## src/design/pmbt_pkg.sv

```systemverilog
// ----------------------------------------------------------------------------
// pmbt_pkg
// Shared types and constants of the paged memory with block types: op and
// block type codes, field widths, stream packing and the queued command.
// ----------------------------------------------------------------------------
package pmbt_pkg;

	localparam int ADDRESS_BITS_DEF = 16;
	localparam int BLOCK_BITS_DEF   = 8;
	localparam int QUEUE_DEPTH      = 2;

	localparam int OP_W    = 3;
	localparam int FADDR_W = 16;
	localparam int DATA_W  = 8;
	localparam int TYPE_W  = 2;

	localparam int IN_TDATA_W  = 48;
	localparam int OUT_TDATA_W = 16;

	localparam logic [OP_W-1:0] OP_READ  = 3'd0;
	localparam logic [OP_W-1:0] OP_WRITE = 3'd1;
	localparam logic [OP_W-1:0] OP_BURN  = 3'd2;
	localparam logic [OP_W-1:0] OP_SET   = 3'd3;
	localparam logic [OP_W-1:0] OP_QUERY = 3'd4;

	localparam logic [TYPE_W-1:0] TYPE_NONE = 2'd0;
	localparam logic [TYPE_W-1:0] TYPE_RAM  = 2'd1;
	localparam logic [TYPE_W-1:0] TYPE_ROM  = 2'd2;
	localparam logic [TYPE_W-1:0] TYPE_BAD  = 2'd3;

	localparam logic [DATA_W-1:0] UNMAPPED_BYTE = 8'hFF;

	typedef enum logic [2:0] {
		K_READ,
		K_WRITE,
		K_BURN,
		K_SET,
		K_QUERY
	} kind_t;

	typedef struct packed {
		kind_t               kind;
		logic [FADDR_W-1:0]  address;
		logic [FADDR_W-1:0]  end_address;
		logic [DATA_W-1:0]   write_data;
		logic [TYPE_W-1:0]   new_type;
	} cmd_t;

endpackage

```

## src/design/pmbt_front.sv

```systemverilog
// ----------------------------------------------------------------------------
// pmbt_front
// Input side: unpacks and classifies items, clamps set ranges to the top
// byte and folds no-effect sets into queries, then holds them in a short queue.
// ----------------------------------------------------------------------------
module pmbt_front import pmbt_pkg::*; #(
	parameter int ADDRESS_BITS = ADDRESS_BITS_DEF
) (
	input  logic                  clk,
	input  logic                  arst_n,
	input  logic                  s_axis_tvalid,
	output logic                  s_axis_tready,
	// op, address, end_address, write_data, new_type, zero pad
	input  logic [IN_TDATA_W-1:0] s_axis_tdata,
	input  logic                  clearing,
	output cmd_t                  head,
	output logic                  head_valid,
	input  logic                  pop
);

	localparam int PTR_W = (QUEUE_DEPTH > 1) ? $clog2(QUEUE_DEPTH) : 1;
	localparam int CNT_W = $clog2(QUEUE_DEPTH + 1);
	localparam int TOP_I = (ADDRESS_BITS >= FADDR_W) ?
		(1 << FADDR_W) - 1 : (1 << ADDRESS_BITS) - 1;
	localparam logic [FADDR_W-1:0] TOP = FADDR_W'(TOP_I);

	localparam int ADDR_LSB = OP_W;
	localparam int END_LSB  = ADDR_LSB + FADDR_W;
	localparam int WD_LSB   = END_LSB + FADDR_W;
	localparam int NT_LSB   = WD_LSB + DATA_W;

	logic [OP_W-1:0]    op;
	logic [FADDR_W-1:0] last_c;
	logic               set_ok;
	logic               push;
	cmd_t               cmd_in;

	cmd_t             fifo_q [QUEUE_DEPTH];
	logic [PTR_W-1:0] wr_ptr_q;
	logic [PTR_W-1:0] rd_ptr_q;
	logic [CNT_W-1:0] count_q;

	always_comb begin
		op                 = s_axis_tdata[OP_W-1:0];
		cmd_in.address     = s_axis_tdata[ADDR_LSB +: FADDR_W];
		cmd_in.write_data  = s_axis_tdata[WD_LSB +: DATA_W];
		cmd_in.new_type    = s_axis_tdata[NT_LSB +: TYPE_W];
		last_c             = (s_axis_tdata[END_LSB +: FADDR_W] > TOP) ?
			TOP : s_axis_tdata[END_LSB +: FADDR_W];
		cmd_in.end_address = last_c;
		set_ok = (s_axis_tdata[END_LSB +: FADDR_W] >= cmd_in.address) &&
			(cmd_in.new_type != TYPE_BAD) && (cmd_in.address <= last_c);
		unique case (op)
			OP_READ:  cmd_in.kind = K_READ;
			OP_WRITE: cmd_in.kind = K_WRITE;
			OP_BURN:  cmd_in.kind = K_BURN;
			OP_SET:   cmd_in.kind = set_ok ? K_SET : K_QUERY;
			default:  cmd_in.kind = K_QUERY;
		endcase
	end

	assign s_axis_tready = (count_q != CNT_W'(QUEUE_DEPTH)) && !clearing;
	assign push          = s_axis_tvalid && s_axis_tready;
	assign head_valid    = (count_q != '0);
	assign head          = fifo_q[rd_ptr_q];

	always_ff @(posedge clk or negedge arst_n) begin
		if (!arst_n) begin
			wr_ptr_q <= '0;
			rd_ptr_q <= '0;
			count_q  <= '0;
		end else begin
			if (push) begin
				wr_ptr_q <= (wr_ptr_q == PTR_W'(QUEUE_DEPTH - 1)) ? '0 : wr_ptr_q + PTR_W'(1);
			end
			if (pop) begin
				rd_ptr_q <= (rd_ptr_q == PTR_W'(QUEUE_DEPTH - 1)) ? '0 : rd_ptr_q + PTR_W'(1);
			end
			if (push && !pop) begin
				count_q <= count_q + CNT_W'(1);
			end else if (pop && !push) begin
				count_q <= count_q - CNT_W'(1);
			end
		end
	end

	always_ff @(posedge clk) begin
		if (push) begin
			fifo_q[wr_ptr_q] <= cmd_in;
		end
	end

endmodule

```

## config.mk

```make
export PLATFORM = sky130hd
export DESIGN_NAME = pmbt_front
export DESIGN_NICKNAME = d
export VERILOG_FILES = /design/src/design/pmbt_pkg.sv /design/src/design/pmbt_front.sv
export SDC_FILE = /design/constraint.sdc
export NUM_CORES = 1
export LEC_CHECK = 0
export ABC_AREA = 1
export BUFFER_PORTS_ARGS = -buffer_cell sky130_fd_sc_hd__buf_2
export CORE_AREA = 2 2 108 110
export CTS_BUF_LIST = sky130_fd_sc_hd__clkbuf_4
export DETAILED_ROUTE_END_ITERATION = 16
export DIE_AREA = 0 0 110 112
export PLACE_DENSITY_LB_ADDON = 0.15
export SYNTH_ARGS = -nofsm -noshare
export SYNTH_HDL_FRONTEND = slang
export SYNTH_SLANG_ARGS = --single-unit
```

## constraint.sdc

```tcl
create_clock -name clk -period 5.15 [get_ports clk]
set_input_delay 0.515 -clock clk [delete_from_list [all_inputs] [get_ports clk]]
set_output_delay 0.515 -clock clk [all_outputs]
set_load 0.02 [all_outputs]
```

==> flow_results.xml <==
<?xml version="1.0" encoding="UTF-8"?>
<metrics>
  <group name="layout">
    <metric name="total_area_of_multi_input_combinational_cells" unit="um2">1330</metric>
    <metric name="final_cell_area_excluding_filler_cells" unit="um2">5110</metric>
    <metric name="flip_flop_and_latch_area" unit="um2">2800</metric>
    <metric name="post_route_cells_drive_above_1_share" unit="%">39.9</metric>
    <metric name="antenna_cells" unit="">0</metric>
    <metric name="syn_to_final_growth" unit="%">18.1</metric>
    <metric name="finalNetCount" unit="">501</metric>
    <metric name="final.fill_count" unit="">1012</metric>
  </group>
  <group name="routing">
    <metric name="totalWireLength" unit="um">7680</metric>
    <metric name="vias_per_cell" unit="">4.61</metric>
    <metric name="via_count" unit="">2593</metric>
    <metric name="antenna_left" unit="">0</metric>
    <metric name="iteration_0_drc_markers" unit="">84</metric>
    <metric name="detailedRoute.firstPassIterationCount" unit="">5</metric>
    <metric name="routed_wire_length_per_instance" unit="um">13.7</metric>
    <metric name="drcViolationCount" unit="">0</metric>
  </group>
  <group name="cts">
    <metric name="clkLatencyLatePin" unit="ps">440</metric>
    <metric name="ctsHtreeMaxLevel" unit="">3</metric>
    <metric name="numClockSinks" unit="">94</metric>
    <metric name="clock_buffers_created_by_tritoncts" unit="">9</metric>
    <metric name="clk_root_buffer_cell" unit="">sky130_fd_sc_hd__clkbuf_4</metric>
    <metric name="clk_path_buf_depth" unit="">2</metric>
    <metric name="path_clk_slew" unit="ps">140</metric>
    <metric name="post_cts.repair.setup_buffers" unit="">0</metric>
    <metric name="tritoncts" unit="">built</metric>
  </group>
  <group name="die">
    <metric name="core-area" unit="um2">11200</metric>
    <metric name="dieArea" unit="um2">12300</metric>
    <metric name="start_util" unit="%">38.8</metric>
    <metric name="chipHeight" unit="um">112</metric>
    <metric name="row_count" unit="">39</metric>
    <metric name="fp.dieW" unit="um">110</metric>
    <metric name="io_pins" unit="">100</metric>
  </group>
  <group name="sta">
    <metric name="hold_violations" unit="">0</metric>
    <metric name="rsz0062_at_grt" unit="">no</metric>
    <metric name="tightest_slew" unit="ps">1110</metric>
    <metric name="maxSlewViolCount" unit="">0</metric>
    <metric name="fin_crit_sh" unit="%">52.4</metric>
    <metric name="timing.clock.skew" unit="ps">13.4</metric>
    <metric name="maxClockFrequency" unit="GHz">0.371</metric>
    <metric name="slew_headroom" unit="%">25.9</metric>
    <metric name="timing.setup.tns" unit="ps">0</metric>
    <metric name="timing.final.crit_period" unit="ps">2700</metric>
    <metric name="final_setup_violations" unit="">0</metric>
  </group>
  <group name="synth">
    <metric name="synth.area.top_cells" unit="">sky130_fd_sc_hd__edfxtp_1 62%, sky130_fd_sc_hd__mux2_2 12%, sky130_fd_sc_hd__ha_1 9.5%, sky130_fd_sc_hd__inv_1 4.3%, sky130_fd_sc_hd__nand2_1 3.6%</metric>
    <metric name="post_synth_inst_count" unit="">310</metric>
    <metric name="synth-simple-area-share" unit="%">6.09</metric>
    <metric name="netlist.top_cell.by_area" unit="">sky130_fd_sc_hd__edfxtp_1</metric>
    <metric name="synth_top_cell_area_share" unit="%">62.4</metric>
    <metric name="synth_area" unit="um2">4330</metric>
    <metric name="synth.avg_cell_area" unit="um2">14.0</metric>
    <metric name="synth_xor_xnor_area_share" unit="%">0.809</metric>
    <metric name="synth_seq_area_share" unit="%">64.7</metric>
    <metric name="synth-compound-area-share" unit="%">2.25</metric>
    <metric name="synth_adder_area_share" unit="%">9.53</metric>
    <metric name="synth_top_family_by_area" unit="">multiplexers</metric>
    <metric name="yosys.cell_types.count" unit="">22</metric>
    <metric name="synth.yosys.warnings" unit="">0</metric>
    <metric name="postSynthNetCount" unit="">396</metric>
    <metric name="muxShareOfSynthArea" unit="%">11.7</metric>
    <metric name="ys_ff_latch" unit="">94</metric>
  </group>
  <group name="placement">
    <metric name="dp.final_hpwl" unit="um">5260</metric>
    <metric name="port-buffer-count" unit="">96</metric>
    <metric name="dpl-instance-area" unit="um2">5000</metric>
    <metric name="gpl.final_weighted_congestion" unit="">0.727</metric>
  </group>
  <group name="global_route">
    <metric name="antenna_found_initial" unit="">0</metric>
    <metric name="grt-ovfl-total" unit="">0</metric>
    <metric name="grt_pass1_vias" unit="">2535</metric>
    <metric name="grt_pass1_wl" unit="um">11900</metric>
    <metric name="grt_max_degree" unit="">47</metric>
    <metric name="groute.usage.overall" unit="%">12.9</metric>
  </group>
  <group name="setup_path">
    <metric name="crit_path_cell_trace" unit="">mux2_2, buf_2</metric>
    <metric name="critical_path.top_delay_family" unit="">flip-flops</metric>
    <metric name="critical_path_startpoint_category" unit="">flip-flop</metric>
    <metric name="worst-path-max-fanout" unit="">46</metric>
    <metric name="arrival" unit="ps">2180</metric>
    <metric name="kind_of_capture_point_of_the_worst_setup_path" unit="">output port</metric>
    <metric name="worst_r2r_startpoint" unit="">count_q[0]</metric>
    <metric name="critical_path.slowest_cell" unit="">sky130_fd_sc_hd__dfrtp_2</metric>
    <metric name="critPathKind" unit="">flip-flop to output port</metric>
    <metric name="critical_path.n_buffers_inverters" unit="">1</metric>
    <metric name="cp_data_required_time" unit="ps">4640</metric>
    <metric name="critical_path.startpoint" unit="">rd_ptr_q</metric>
    <metric name="critical-path-max-stage-delay" unit="ps">1130</metric>
  </group>
  <group name="min_path">
    <metric name="holdCritPathClass" unit="">input port to flip-flop</metric>
    <metric name="worst_min_path_start" unit="">pop</metric>
  </group>
  <group name="pwr">
    <metric name="p_per_area" unit="nW/um2">402</metric>
    <metric name="peakVddDrop" unit="uV">213</metric>
    <metric name="p_leak" unit="nW">2.22</metric>
  </group>
  <group name="flow_run">
    <metric name="cap_violations" unit="">0</metric>
  </group>
  <group name="outcome">
    <metric name="status" unit="">completed</metric>
  </group>
</metrics>
==> cells in the final DEF, fill, tap and decap left out, types with 2 or more instances in the layout <==
master and instances:
sky130_fd_sc_hd__a21o_2 2, sky130_fd_sc_hd__a21oi_1 10, sky130_fd_sc_hd__buf_2 96, sky130_fd_sc_hd__buf_4 2, sky130_fd_sc_hd__clkbuf_4 11, sky130_fd_sc_hd__clkinv_1 2
sky130_fd_sc_hd__dfrtp_1 3, sky130_fd_sc_hd__edfxtp_1 90, sky130_fd_sc_hd__ha_1 33, sky130_fd_sc_hd__inv_1 50, sky130_fd_sc_hd__mux2_2 45, sky130_fd_sc_hd__nand2_1 41
sky130_fd_sc_hd__nand2_2 3, sky130_fd_sc_hd__nand3_1 5, sky130_fd_sc_hd__nor2_1 5, sky130_fd_sc_hd__nor2_2 2, sky130_fd_sc_hd__nor2_4 3, sky130_fd_sc_hd__nor3_1 2
sky130_fd_sc_hd__o21ai_0 2, sky130_fd_sc_hd__xor2_1 3
==> final cells by class <==
class / count / area share, %
multi-input cells: 161 / 26.0
clock inverters: 4 / 0.465
repair buffers: 99 / 9.89
inverters: 50 / 3.67
flip-flops and latches: 94 / 54.8
well taps: 143 / 3.50
clock buffers: 11 / 1.61
==> report_power, final <==
part / total, mW / internal, mW / leakage (nW) / switching, mW
logic: 0.665 / 0.292 / 1.29 / 0.372
registers: 1.05 / 0.953 / 0.868 / 0.0995
clock network: 0.338 / 0.107 / 0.0584 / 0.232
total: 2.06 / 1.35 / 2.22 / 0.704
==> per-layer routing <==
metal | vias to the layer above | routed length (um) | share of wire [%] | track usage, %
li1 | 1275 | - | - | -
met1 | 1245 | 3310 | 43 | 15.2
met2 | 62 | 3800 | 49 | 21.3
met3 | 11 | 459 | 6.0 | 4.22
met4 | 0 | 110 | 1.4 | 5.57
met5 | - | 0 | 0 | 0
==> state kept, by name, summed over array words and instances (netlist names) <==
register,count
count_q,2
wr_ptr_q,1
rd_ptr_q,1
fifo_q,90
==> worst register-to-register path, stage by stage (launching register included) <==
cell and delay (ps):
sky130_fd_sc_hd__dfrtp_1 400, sky130_fd_sc_hd__inv_1 90, sky130_fd_sc_hd__a21oi_1 180, sky130_fd_sc_hd__nand2_1 210, sky130_fd_sc_hd__nor2_4 580, sky130_fd_sc_hd__buf_4 470
==> what timing repair did <==
action,CTS,global route
hold buffers,1,0
resized for setup,0,0
hold endpoints to repair,4,0
==> kinds of logic (layout without fill, tap and decap cells) <==
group / after synthesis / after routing
flops: 94 / 94
simple gates: 62 / 62
buf+inv: 55 / 164
mux: 45 / 45
fa+ha+maj: 33 / 33
compound gates: 17 / 17
xor+xnor: 4 / 4
==> Yosys cell counts, drive strengths merged <==
cell type and n:
edfxtp 90, inv 50, mux2 45, nand2 44, ha 33, a21oi 10, nor2 10, buf 5
nand3 5, dfrtp 4, a21o 3, o21ai 3, xor2 3, nor3 2, nand4 1, o21bai 1
xnor2 1
==> stage by stage <==
| step | power (mW) | hold slack, ps | setup slack (ps) | std cells | util, % |
|---|---|---|---|---|---|
| 2_1_floorplan | 1.52 | 219 | 1670 | 310 | - |
| 3_5_place_dp | 1.75 | 322 | 2720 | 546 | 44.7 |
| 5_1_grt | 2.17 | 215 | 2300 | 562 | 45.8 |
| 4_1_cts | 2.09 | 206 | 2340 | 562 | 45.8 |
| 6_report | 2.06 | 244 | 2450 | 562 | 45.8 |
| 3_3_place_gp | 1.74 | 323 | 2750 | 546 | 44.7 |
==> final timing paths <==
kind / to / slack, ps / cells past startpoint
min: rd_ptr_q / 240 / 2
max: head[14] / 2450 / 2
max reg2reg: fifo_q[1][2] / 2900 / 5
max in group asynchronous: rd_ptr_q / 4640 / 2
min in group asynchronous: count_q[1] / 390 / 2
min reg2reg: count_q[0] / 500 / 1
Power figures use the tool's default switching activity.
